<file path="src/sv/rtbl_pkg.sv">
// Shared types and constants for the IPv4 route table.
// Used by rtbl_ctrl, rtbl_dpath and ipv4_route_table; no dependencies.
package rtbl_pkg;

    localparam int MAX_ROUTES_DEF = 8;

    localparam logic [31:0] BCAST_ADDR    = 32'hffff_ffff;
    localparam logic [31:0] LOOPBACK_ADDR = 32'h7f00_0001;

    // stream word layout
    localparam int S_TDATA_W = 104;
    localparam int M_TDATA_W = 72;
    localparam int M_PAD_W   = M_TDATA_W - 67;

    typedef enum logic [1:0] {
        REQ_INSERT = 2'd0,
        REQ_LOOKUP = 2'd1,
        REQ_LOCAL  = 2'd2
    } req_e_t;

    typedef enum logic [1:0] {
        RES_OK       = 2'd0,
        RES_NO_ROUTE = 2'd1,
        RES_FULL     = 2'd2
    } res_status_t;

    typedef enum logic [2:0] {
        ST_IDLE,
        ST_DISPATCH,
        ST_SCAN,
        ST_INS_RD,
        ST_INS_CMP,
        ST_INS_PLACE,
        ST_RESP
    } state_t;

    typedef struct packed {
        logic [31:0] addr;
        logic [31:0] mask;
        logic [31:0] gateway;
        logic [1:0]  iface;
    } entry_t;

    // controller -> datapath
    typedef struct packed {
        logic load;
        logic scan;
        logic ins_read;
        logic ins_shift;
        logic ins_place;
        logic set_full;
        logic out_load;
    } ctrl_cmd_t;

    // datapath -> controller
    typedef struct packed {
        logic [1:0] req;
        logic       full;
        logic       ins_at_zero;
        logic       ins_at_one;
        logic       ge;
        logic       hit;
        logic       exhausted;
        logic       out_free;
    } dp_stat_t;

endpackage

</file>
<file path="src/sv/ipv4_route_table.sv">
// IPv4 route table top level: stream ports, controller and datapath.
// Depends on rtbl_pkg, rtbl_ctrl, rtbl_dpath (and rtbl_ram below it).
//
// Fixed-size IPv4 route table kept sorted by decreasing mask, one request
// word in, one result word out. s_tuser selects insert, lookup or local check;
// a lookup returns the first entry whose masked address matches. Entries live
// in a RAM with registered read, so a lookup or local check reads one entry
// per cycle. An insert moves each entry below the new slot down with a read
// then a write. One request is in flight at a time; the result register lets
// a new request be taken while the previous result still waits. The table is
// empty after reset; no clearing pass.
module ipv4_route_table #(
    parameter int MAX_ROUTES = rtbl_pkg::MAX_ROUTES_DEF
) (
    input  logic                           aclk,
    input  logic                           aresetn,
    input  logic                           s_tvalid,
    output logic                           s_tready,
    // addr[31:0], mask[63:32], gateway[95:64], iface[97:96], zero pad
    input  logic [rtbl_pkg::S_TDATA_W-1:0] s_tdata,
    // req_type[1:0]
    input  logic [1:0]                     s_tuser,
    output logic                           m_tvalid,
    input  logic                           m_tready,
    // out_iface[1:0], next_hop[33:2], is_local[34], primary_addr[66:35], zero pad
    output logic [rtbl_pkg::M_TDATA_W-1:0] m_tdata,
    // status[1:0]
    output logic [1:0]                     m_tuser
);
    import rtbl_pkg::*;

    ctrl_cmd_t cmd;
    dp_stat_t  stat;

    rtbl_ctrl u_ctrl (
        .aclk     (aclk),
        .aresetn  (aresetn),
        .s_tvalid (s_tvalid),
        .s_tready (s_tready),
        .stat     (stat),
        .cmd      (cmd)
    );

    rtbl_dpath #(
        .MAX_ROUTES (MAX_ROUTES)
    ) u_dpath (
        .aclk     (aclk),
        .aresetn  (aresetn),
        .s_tdata  (s_tdata),
        .s_tuser  (s_tuser),
        .m_tvalid (m_tvalid),
        .m_tready (m_tready),
        .m_tdata  (m_tdata),
        .m_tuser  (m_tuser),
        .cmd      (cmd),
        .stat     (stat)
    );

endmodule

</file>
<file path="src/sv/rtbl_ram.sv">
// Generic simple dual-port RAM: one write port, one registered read port.
// No dependencies.
module rtbl_ram #(
    parameter int WIDTH = 8,
    parameter int DEPTH = 8,
    parameter int AW    = (DEPTH > 1) ? $clog2(DEPTH) : 1
) (
    input  logic             clk,
    input  logic             we,
    input  logic [AW-1:0]    waddr,
    input  logic [WIDTH-1:0] wdata,
    input  logic [AW-1:0]    raddr,
    output logic [WIDTH-1:0] rdata
);

    logic [WIDTH-1:0] mem [DEPTH];
    logic [WIDTH-1:0] rdata_reg;

    always_ff @(posedge clk) begin
        if (we) begin
            mem[waddr] <= wdata;
        end
        rdata_reg <= mem[raddr];
    end

    assign rdata = rdata_reg;

endmodule

</file>
<file path="src/sv/rtbl_ctrl.sv">
// Request sequencer for the route table: scan, shift-insert and response steps.
// Depends on rtbl_pkg; drives rtbl_dpath through ctrl_cmd_t.
module rtbl_ctrl (
    input  logic                aclk,
    input  logic                aresetn,
    input  logic                s_tvalid,
    output logic                s_tready,
    input  rtbl_pkg::dp_stat_t  stat,
    output rtbl_pkg::ctrl_cmd_t cmd
);
    import rtbl_pkg::*;

    state_t state_reg, state_next;

    always_ff @(posedge aclk) begin
        if (!aresetn) begin
            state_reg <= ST_IDLE;
        end else begin
            state_reg <= state_next;
        end
    end

    always_comb begin
        state_next = state_reg;
        cmd        = '0;
        s_tready   = 1'b0;
        case (state_reg)
            ST_IDLE: begin
                s_tready = 1'b1;
                if (s_tvalid) begin
                    cmd.load   = 1'b1;
                    state_next = ST_DISPATCH;
                end
            end
            ST_DISPATCH: begin
                case (stat.req)
                    REQ_INSERT: begin
                        if (stat.full) begin
                            cmd.set_full = 1'b1;
                            state_next   = ST_RESP;
                        end else if (stat.ins_at_zero) begin
                            state_next = ST_INS_PLACE;
                        end else begin
                            state_next = ST_INS_RD;
                        end
                    end
                    REQ_LOOKUP, REQ_LOCAL: state_next = ST_SCAN;
                    default:               state_next = ST_RESP;
                endcase
            end
            ST_SCAN: begin
                cmd.scan = 1'b1;
                if (stat.hit || stat.exhausted) begin
                    state_next = ST_RESP;
                end
            end
            ST_INS_RD: begin
                cmd.ins_read = 1'b1;
                state_next   = ST_INS_CMP;
            end
            ST_INS_CMP: begin
                // entry above the slot has mask <= new mask: move it down one
                if (stat.ge) begin
                    cmd.ins_shift = 1'b1;
                    state_next    = stat.ins_at_one ? ST_INS_PLACE : ST_INS_RD;
                end else begin
                    cmd.ins_place = 1'b1;
                    state_next    = ST_RESP;
                end
            end
            ST_INS_PLACE: begin
                cmd.ins_place = 1'b1;
                state_next    = ST_RESP;
            end
            ST_RESP: begin
                if (stat.out_free) begin
                    cmd.out_load = 1'b1;
                    state_next   = ST_IDLE;
                end
            end
            default: state_next = ST_IDLE;
        endcase
    end

    assert property (@(posedge aclk) disable iff (!aresetn)
        (cmd.ins_shift || cmd.ins_place) |-> $past(cmd.ins_read) || state_reg == ST_INS_PLACE)
        else $error("insert write without preceding read");

    assert property (@(posedge aclk) disable iff (!aresetn)
        cmd.load |=> state_reg == ST_DISPATCH)
        else $error("accepted word not dispatched");

    assert property (@(posedge aclk) disable iff (!aresetn)
        (state_reg == ST_SCAN && stat.hit) |=> state_reg == ST_RESP)
        else $error("scan hit did not end the scan");

endmodule

</file>
<file path="src/sv/rtbl_dpath.sv">
// Route table datapath: request registers, entry RAM, scan and insert indexes,
// result and output registers. Depends on rtbl_pkg and rtbl_ram.
module rtbl_dpath #(
    parameter int MAX_ROUTES = rtbl_pkg::MAX_ROUTES_DEF
) (
    input  logic                           aclk,
    input  logic                           aresetn,
    input  logic [rtbl_pkg::S_TDATA_W-1:0] s_tdata,
    input  logic [1:0]                     s_tuser,
    output logic                           m_tvalid,
    input  logic                           m_tready,
    output logic [rtbl_pkg::M_TDATA_W-1:0] m_tdata,
    output logic [1:0]                     m_tuser,
    input  rtbl_pkg::ctrl_cmd_t            cmd,
    output rtbl_pkg::dp_stat_t             stat
);
    import rtbl_pkg::*;

    localparam int IDX_W = (MAX_ROUTES > 1) ? $clog2(MAX_ROUTES) : 1;
    localparam int CNT_W = $clog2(MAX_ROUTES + 1);
    localparam logic [CNT_W-1:0] CNT_MAX = CNT_W'(MAX_ROUTES);
    localparam logic [CNT_W-1:0] CNT_ONE = CNT_W'(1);

    req_e_t                 req_reg;
    logic [31:0]            addr_reg, mask_reg, gw_reg;
    logic [1:0]             iface_reg;
    logic [CNT_W-1:0]       count_reg, issue_reg, ins_reg;
    logic                   vld_reg;
    logic [31:0]            primary_reg;
    res_status_t            res_status_reg;
    logic [1:0]             res_iface_reg;
    logic [31:0]            res_hop_reg;
    logic                   res_local_reg;
    logic                   m_valid_reg;
    logic [M_TDATA_W-1:0]   m_data_reg;
    logic [1:0]             m_user_reg;

    entry_t                 rd_entry, wr_entry, new_entry;
    logic                   ram_we;
    logic [IDX_W-1:0]       ram_waddr, ram_raddr;
    logic [CNT_W-1:0]       ins_m1;
    logic                   issue_ok, match;
    logic [31:0]            hop;

    assign new_entry = '{addr: addr_reg, mask: mask_reg, gateway: gw_reg, iface: iface_reg};
    assign ins_m1    = ins_reg - CNT_ONE;
    assign issue_ok  = cmd.scan && (issue_reg != count_reg);
    assign ram_we    = cmd.ins_shift || cmd.ins_place;
    assign ram_waddr = ins_reg[IDX_W-1:0];
    assign wr_entry  = cmd.ins_shift ? rd_entry : new_entry;
    assign ram_raddr = cmd.scan ? issue_reg[IDX_W-1:0] : ins_m1[IDX_W-1:0];

    rtbl_ram #(
        .WIDTH ($bits(entry_t)),
        .DEPTH (MAX_ROUTES),
        .AW    (IDX_W)
    ) u_ram (
        .clk   (aclk),
        .we    (ram_we),
        .waddr (ram_waddr),
        .wdata (wr_entry),
        .raddr (ram_raddr),
        .rdata (rd_entry)
    );

    always_comb begin
        if (req_reg == REQ_LOOKUP) begin
            match = (addr_reg & rd_entry.mask) == (rd_entry.addr & rd_entry.mask);
        end else begin
            match = (addr_reg == rd_entry.addr);
        end
        hop = (rd_entry.gateway == 32'd0 || addr_reg == BCAST_ADDR) ? addr_reg
                                                                   : rd_entry.gateway;
    end

    assign stat.req         = req_reg;
    assign stat.full        = (count_reg == CNT_MAX);
    assign stat.ins_at_zero = (ins_reg == '0);
    assign stat.ins_at_one  = (ins_reg == CNT_ONE);
    assign stat.ge          = (mask_reg >= rd_entry.mask);
    assign stat.hit         = vld_reg && match;
    assign stat.exhausted   = (issue_reg == count_reg) && !vld_reg;
    assign stat.out_free    = !m_valid_reg || m_tready;

    // request, result, primary-address and output registers (payload)
    always_ff @(posedge aclk) begin
        if (cmd.load) begin
            req_reg        <= req_e_t'(s_tuser);
            addr_reg       <= s_tdata[31:0];
            mask_reg       <= s_tdata[63:32];
            gw_reg         <= s_tdata[95:64];
            iface_reg      <= s_tdata[97:96];
            res_status_reg <= (req_e_t'(s_tuser) == REQ_LOOKUP) ? RES_NO_ROUTE : RES_OK;
            res_iface_reg  <= 2'd0;
            res_hop_reg    <= 32'd0;
            res_local_reg  <= 1'b0;
        end else begin
            if (cmd.set_full) begin
                res_status_reg <= RES_FULL;
            end
            if (cmd.scan && stat.hit) begin
                if (req_reg == REQ_LOOKUP) begin
                    res_status_reg <= RES_OK;
                    res_iface_reg  <= rd_entry.iface;
                    res_hop_reg    <= hop;
                end else begin
                    res_local_reg <= 1'b1;
                end
            end
        end
        if (ram_we && ram_waddr == '0) begin
            primary_reg <= wr_entry.addr;
        end
        if (cmd.out_load) begin
            m_user_reg <= res_status_reg;
            m_data_reg <= {{M_PAD_W{1'b0}},
                           (count_reg != '0) ? primary_reg : LOOPBACK_ADDR,
                           res_local_reg, res_hop_reg, res_iface_reg};
        end
    end

    // control state
    always_ff @(posedge aclk) begin
        if (!aresetn) begin
            count_reg   <= '0;
            issue_reg   <= '0;
            ins_reg     <= '0;
            vld_reg     <= 1'b0;
            m_valid_reg <= 1'b0;
        end else begin
            if (cmd.load) begin
                issue_reg <= '0;
                ins_reg   <= count_reg;
                vld_reg   <= 1'b0;
            end else begin
                vld_reg <= issue_ok;
                if (issue_ok) begin
                    issue_reg <= issue_reg + CNT_ONE;
                end
                if (cmd.ins_shift) begin
                    ins_reg <= ins_m1;
                end
            end
            if (cmd.ins_place) begin
                count_reg <= count_reg + CNT_ONE;
            end
            if (cmd.out_load) begin
                m_valid_reg <= 1'b1;
            end else if (m_tready) begin
                m_valid_reg <= 1'b0;
            end
        end
    end

    assign m_tvalid = m_valid_reg;
    assign m_tdata  = m_data_reg;
    assign m_tuser  = m_user_reg;

    assert property (@(posedge aclk) disable iff (!aresetn)
        count_reg <= CNT_MAX)
        else $error("entry count beyond table size");

    assert property (@(posedge aclk) disable iff (!aresetn)
        cmd.ins_place |=> count_reg == $past(count_reg) + CNT_ONE)
        else $error("insert did not bump entry count");

    assert property (@(posedge aclk) disable iff (!aresetn)
        cmd.out_load |-> (!m_valid_reg || m_tready))
        else $error("result overwrote a word not yet taken");

endmodule
</file>
<file path="config.mk">
export PLATFORM = sky130hd
export DESIGN_NAME = ipv4_route_table
export DESIGN_NICKNAME = d
export VERILOG_FILES = /design/src/sv/rtbl_pkg.sv /design/src/sv/ipv4_route_table.sv /design/src/sv/rtbl_ram.sv /design/src/sv/rtbl_ctrl.sv /design/src/sv/rtbl_dpath.sv
export SDC_FILE = /design/constraint.sdc
export NUM_CORES = 1
export LEC_CHECK = 0
export ABC_AREA = 1
export BUFFER_PORTS_ARGS = -buffer_cell sky130_fd_sc_hd__buf_2
export CAP_MARGIN = 0
export CORE_UTILIZATION = 45
export CTS_BUF_LIST = sky130_fd_sc_hd__clkbuf_2 sky130_fd_sc_hd__clkbuf_4 sky130_fd_sc_hd__clkbuf_8
export CTS_CLUSTER_DIAMETER = 200
export DETAILED_ROUTE_END_ITERATION = 10
export GPL_ROUTABILITY_DRIVEN = 0
export PLACE_DENSITY_LB_ADDON = 0.25
export SKIP_CTS_REPAIR_TIMING = 1
export SLEW_MARGIN = 20
export SYNTH_ARGS = -nofsm -noshare
export SYNTH_HDL_FRONTEND = slang
export SYNTH_SLANG_ARGS = --single-unit
export TNS_END_PERCENT = 20
</file>
<file path="constraint.sdc">
create_clock -name aclk -period 12.8 [get_ports aclk]
set_input_delay 1.92 -clock aclk [delete_from_list [all_inputs] [get_ports aclk]]
set_output_delay 1.92 -clock aclk [all_outputs]
set_load 0.01 [all_outputs]
</file>
==> results of run 1 <==
## cells in the mapped netlist, drive strengths merged (4+ instances only)
master / n
nor2: 447
clkbuf: 65
nand3: 43
ha: 41
nand4: 22
edfxtp: 985
nor4: 4
a31oi: 98
a21oi: 46
or2: 10
dfxtp: 152
nand2: 393
o21ai: 531
nor3: 11
and2: 5
xnor2: 9
buf: 130
o22ai: 98
inv: 227
o21bai: 196
## final timing paths
| path | slack [ns] | depth (start not counted) | to |
|---|---|---|---|
| worst max-delay path | 8.37 | 13 | u_dpath.u_ram.mem[0][34]$_DFFE_PP_ |
| worst min-delay path | 0.43 | 0 | u_dpath.m_tdata[18]$_DFFE_PP_ |
| worst max register to register | 8.37 | 13 | u_dpath.u_ram.mem[0][34]$_DFFE_PP_ |
| worst min register to register | 0.43 | 0 | u_dpath.m_tdata[18]$_DFFE_PP_ |
## routing by layer
layer  vias to the layer above  global-route usage [%]  wire, um
li1                      13100                       -         -
met1                     13800                    31.0     49700
met2                       900                    36.2     52700
met3                       185                    4.39      7650
met4                         0                    7.44      2750
met5                         -                       0         0
## cell families after synthesis
family / after synthesis / synth area share (%)
other: 1 / 0.00845
flip-flops: 1137 / 73.5
XOR/XNOR: 11 / 0.217
AND/OR/NAND/NOR: 936 / 8.35
buffers and inverters: 424 / 4.05
AO/OA/AOI/OAI: 972 / 12.7
adder cells (fa/ha/maj): 41 / 1.16
## worst reg2reg max path, stage by stage, from the launching register on
cell and delay, ns:
dfxtp_1 0.46, inv_1 0.10, ha_1 0.32, nand2_1 0.08, nand2_1 0.05, a21oi_1 0.20
nand2_1 0.13, nand2_1 0.08, nand2_1 0.13, nand2_1 0.09, nand2_1 0.30, nand2_4 0.47
clkinv_1 0.83, o21ai_0 0.89
## power groups by stage
stage               Combinational (mW)  Clock [mW]  Sequential [mW]
floorplan                         3.09           0             5.07
global placement                  4.13           0             5.23
detailed placement                4.20           0             5.24
CTS                               4.22        3.28             5.16
global route                      4.71        3.44             5.20
finish                            4.21        3.22             5.17
## metrics by stage
| stage | power (mW) | utilization [%] | area, um2 | cells |
|---|---|---|---|---|
| floorplan | 8.16 | - | 44400 | 3526 |
| global placement | 9.37 | 47.7 | 46300 | 4819 |
| detailed placement | 9.43 | 47.7 | 46300 | 4819 |
| CTS | 12.7 | 51.7 | 50200 | 5158 |
| global route | 13.3 | 51.7 | 50200 | 5161 |
| finish | 12.6 | 51.7 | 50200 | 5161 |
## final cells by class
type | count | area, um2
Tap cell | 1276 | 1600
Clock buffer | 281 | 3400
Antenna cell | 3 | 7.51
Sequential cell | 1137 | 32600
Multi-Input combinational cell | 1965 | 10100
Fill cell | 8344 | 46900
Clock inverter | 58 | 450
Timing Repair Buffer | 212 | 1180
Inverter | 229 | 882
==> out/metrics.csv, run 1 <==
metric,value,unit
fp.dieArea,99900,um2
synth_ff_type,edfxtp_1,
holdCritStartpoint,u_dpath.res_hop_reg[16]$_SDFFE_PP0P_,
max_stage_delay,0.89,ns
io_buffers,174,
regToRegStartpoint,u_dpath.u_ram.rdata[35]$_DFF_P_,
synth_edf_count,985,
worstSetupPathType,register to register,
synth.top_cell.area_share,66.7,%
wirelength,113000,um
leakagePower,18.2,nW
synth-seq-cells,1137,
via_per_inst,5.41,
yosysTopAreaCell,edfxtp_1,
holdWs,0.432,ns
rsz0062_at_grt,no,
cts_tree,done,
dp_hpwl,62900,um
pre_cts_ws,8.42,ns
maxCapViolations,0,
clkPwrFrac,25.5,%
hold_violations,0,
ys_seq_area_share,73.5,%
arrival,4.96,ns
rows,114,
wire_per_inst,21.9,um
first_iter_violations,2480,
cts_max_path_buffers,3,
p_sw_share,37.1,%
synth_area,44400,um2
end_kind,register,
layout_common_cells,"edfxtp_1, o21ai_0, nor2_1, nand2_1, inv_1",
slew_headroom,22.1,%
antenna_found_initial,1,
async_flop_share,0,%
required,13.33,ns
grt_pass1_vias,26600,
cp_max_fo,31,
fin_crit,4.43,ns
worst_pin_slew,1.16,ns
cts.sinks,1137,
grt_max_degree,208,
pwr-share-seq,41.1,%
pwr-share-comb,33.4,%
dr.pass1.iters,5,
numCtsBuffers,184,
area_growth,13.2,%
root_buffer,clkbuf_8,
largest_reg_flops,784,
overflow,0,
power.density,251,nW/um2
ant_nets,0,
vias,27900,
fin_ws,8.37,ns
final_common_cell,edfxtp_1,
initial_utilization,45.7,%
htreeDepth,4,
intPower,7.93,mW
pin_count,186,
outcome,"finished, final reports clean",
core,97100,um2
drc,0,
slew_viol_final,0,
power_switching,4.67,mW
fin_crit_sh,34.6,%
crit_top_cell,nand2_1,
yosys.cell_types.count,35,
critPathTopFamily,simple AND/OR/NAND/NOR gates,
fmax,226,MHz
ir_worst_vdd,0.000342,V
clk_pin_slew,0.06,ns
fin_setup_tns,0,ns
grt_use_total,22.6,%
start_kind,register,
clock_skew,0.0406,ns
final_net_count,3880,
insertion_delay,0.85,ns
startpoint,u_dpath.u_ram.rdata[35]$_DFF_P_,
die_height,316,um
setup_viol,0,
slowest_stage,o21ai_0,
yosys_warnings,0,
syn_inst,3522,
grt_pass1_wl,166000,um
drive_gt1_share,14.3,%
netlist_top_cells_area,"edfxtp_1, dfxtp_1, o21ai_0, nor2_1, o21bai_1",
avgSynthCellArea,12.6,um2
cp_cell_sequence,"inv_1, ha_1, nand2_1, nand2_1, a21oi_1, nand2_1, nand2_1, nand2_1, nand2_1, nand2_1, nand2_4, clkinv_1, o21ai_0",
die_w,316,um
hold_class,register to register,
crit_buf_inv,2,
No activity file was read; power rests on OpenSTA's default activity.
==> run 2, diff against run 1 <==
==> constraint.sdc (replaced) <==
create_clock -name aclk -period 4 [get_ports aclk]
set_input_delay 0.6 -clock aclk [delete_from_list [all_inputs] [get_ports aclk]]
set_output_delay 0.6 -clock aclk [all_outputs]
set_load 0.01 [all_outputs]
==> out/metrics.csv, run 2 (synthesis results as in run 1) <==
metric,value,unit,change
core,97100,um2,unchanged
grt_use_total,22.5,%,was 22.6%
required,4.51,ns,was 13.33 ns
dp_hpwl,65000,um,was 62900 um
slew_viol_final,0,,unchanged
power_switching,15.1,mW,was 4.67 mW
pwr-share-comb,34.8,%,was 33.4%
fin_crit,3.63,ns,was 4.43 ns
clock_skew,0.0498,ns,was 0.0406 ns
final_util,53.6,%,was 51.7%
leakagePower,19.1,nW,was 18.2 nW
overflow,0,,unchanged
grt_pass1_wl,166000,um,about the same
final_net_count,4061,,was 3880
dp.cells,4901,,was 4819
worstSetupPathType,register to register,,unchanged
wirelength,114000,um,was 113000 um
pwr-share-seq,40.2,%,was 41.1%
clkPwrFrac,25.1,%,was 25.5%
initial_utilization,45.7,%,unchanged
max_stage_delay,0.67,ns,was 0.89 ns
critPathTopFamily,simple AND/OR/NAND/NOR gates,,unchanged
root_buffer,clkbuf_8,,unchanged
hold_violations,0,,unchanged
power.density,787,nW/um2,was 251 nW/um2
p_sw_share,36.8,%,was 37.1%
intPower,25.9,mW,was 7.93 mW
cts_tree,done,,unchanged
crit_buf_inv,4,,was 2
slowest_stage,o21ai_0,,unchanged
cts.sinks,1137,,unchanged
wire_per_inst,21.3,um,was 21.9 um
slew_headroom,28.9,%,was 22.1%
fin_crit_sh,90.7,%,was 34.6%
crit_top_cell,nand2_1,,unchanged
cp_max_fo,19,,was 31
htreeDepth,4,,unchanged
first_iter_violations,2448,,was 2480
largest_reg_flops,784,,unchanged
area_growth,17.4,%,was 13.2%
end_kind,register,,unchanged
io_buffers,174,,unchanged
grt_max_degree,177,,was 208
postPlaceCellArea,47200,um2,was 46300 um2
holdWs,0.0597,ns,was 0.432 ns
rows,114,,unchanged
outcome,"finished, final reports clean",,unchanged
die_height,316,um,unchanged
ant_nets,0,,unchanged
start_kind,register,,unchanged
via_per_inst,5.35,,was 5.41
finalNonFillerCells,5346,,was 5161
pin_count,186,,unchanged
hold_class,input port to register,,was register to register
final_common_cell,edfxtp_1,,unchanged
maxCapViolations,0,,unchanged
rsz0062_at_grt,no,,unchanged
fin_ws,0.370,ns,was 8.37 ns
drc,0,,unchanged
vias,28600,,was 27900
grt_pass1_vias,26300,,was 26600
ir_worst_vdd,0.00113,V,was 0.000342 V
cts_max_path_buffers,3,,unchanged
clk_pin_slew,0.06,ns,about the same
layout_common_cells,"edfxtp_1, o21ai_0, nor2_1, nand2_1, inv_1",,unchanged
drive_gt1_share,15.8,%,was 14.3%
fmax,276,MHz,was 226 MHz
setup_viol,0,,unchanged
final_cell_area,52100,um2,was 50200 um2
ff2ff_setup_slack,0.37,ns,was 8.37 ns
antenna_found_initial,2,,was 1
dr.pass1.iters,5,,unchanged
worst_pin_slew,1.05,ns,was 1.16 ns
numCtsBuffers,183,,was 184
die_w,316,um,unchanged
fp.dieArea,99900,um2,unchanged
cp_cell_sequence,"inv_1, ha_1, nand2_1, inv_1, nand2_1, nand2_1, nor2_1, nand2_1, nand2_1, nand2_1, nand2_1, nand2_1, nand2_4, clkinv_1, buf_4, o21ai_0",,"was inv_1, ha_1, nand2_1, nand2_1, a21oi_1, nand2_1, nand2_1, nand2_1, nand2_1, nand2_1, nand2_4, clkinv_1, o21ai_0"
arrival,4.14,ns,was 4.96 ns
insertion_delay,0.86,ns,was 0.85 ns
pre_cts_ws,0.539,ns,was 8.42 ns
-- run 2: tightest hold or removal path, stage by stage --
cell and delay [ns]:
buf_2 0.13, nand2_1 0.07, nor2_1 0.03
-- run 2: metrics by stage --
stage,setup TNS [ns],power (mW)
floorplan,-1051.77,26.1
global placement,0,30.7
detailed placement,0,30.8
CTS,0,41.1
global route,0,43.4
finish,0,41.0
-- run 2: final timing paths --
path / startpoint / endpoint / depth (start not counted)
worst max-delay path: u_dpath.u_ram.rdata[40]$_DFF_P_ / u_dpath.u_ram.mem[5][34]$_DFFE_PP_ / 16
worst min-delay path: aresetn / u_dpath.count_reg[2]$_SDFFE_PN0P_ / 3
worst max register to register: u_dpath.u_ram.rdata[40]$_DFF_P_ / u_dpath.u_ram.mem[5][34]$_DFFE_PP_ / 16
worst min register to register: u_dpath.res_hop_reg[2]$_SDFFE_PP0P_ / u_dpath.m_tdata[4]$_DFFE_PP_ / 0
-- run 2: area by class of cell --
type                            count  area (um2)
Timing Repair Buffer              394        3070
Inverter                          229         875
Clock buffer                      286        3450
Tap cell                         1276        1600
Sequential cell                  1137       32600
Antenna cell                        1        2.50
Fill cell                        8098       45000
Clock inverter                     58         404
Multi-Input combinational cell   1965       10100
-- run 2: power by group through the flow --
| stage | Sequential [mW] | Clock (mW) | Combinational [mW] |
|---|---|---|---|
| floorplan | 16.2 | 0 | 9.89 |
| detailed placement | 16.7 | 0 | 14.1 |
| CTS | 16.4 | 10.5 | 14.2 |
| global route | 16.5 | 11.0 | 15.9 |
| finish | 16.5 | 10.3 | 14.3 |
| global placement | 16.7 | 0 | 14.0 |
-- run 2: routing by layer --
metal	vias to the layer above	track usage [%]	share of wire, %
met5	-	0	0
met1	14000	31.4	44
met3	167	5.07	7.6
met4	0	7.81	2.6
met2	992	34.9	46
li1	13400	-	-
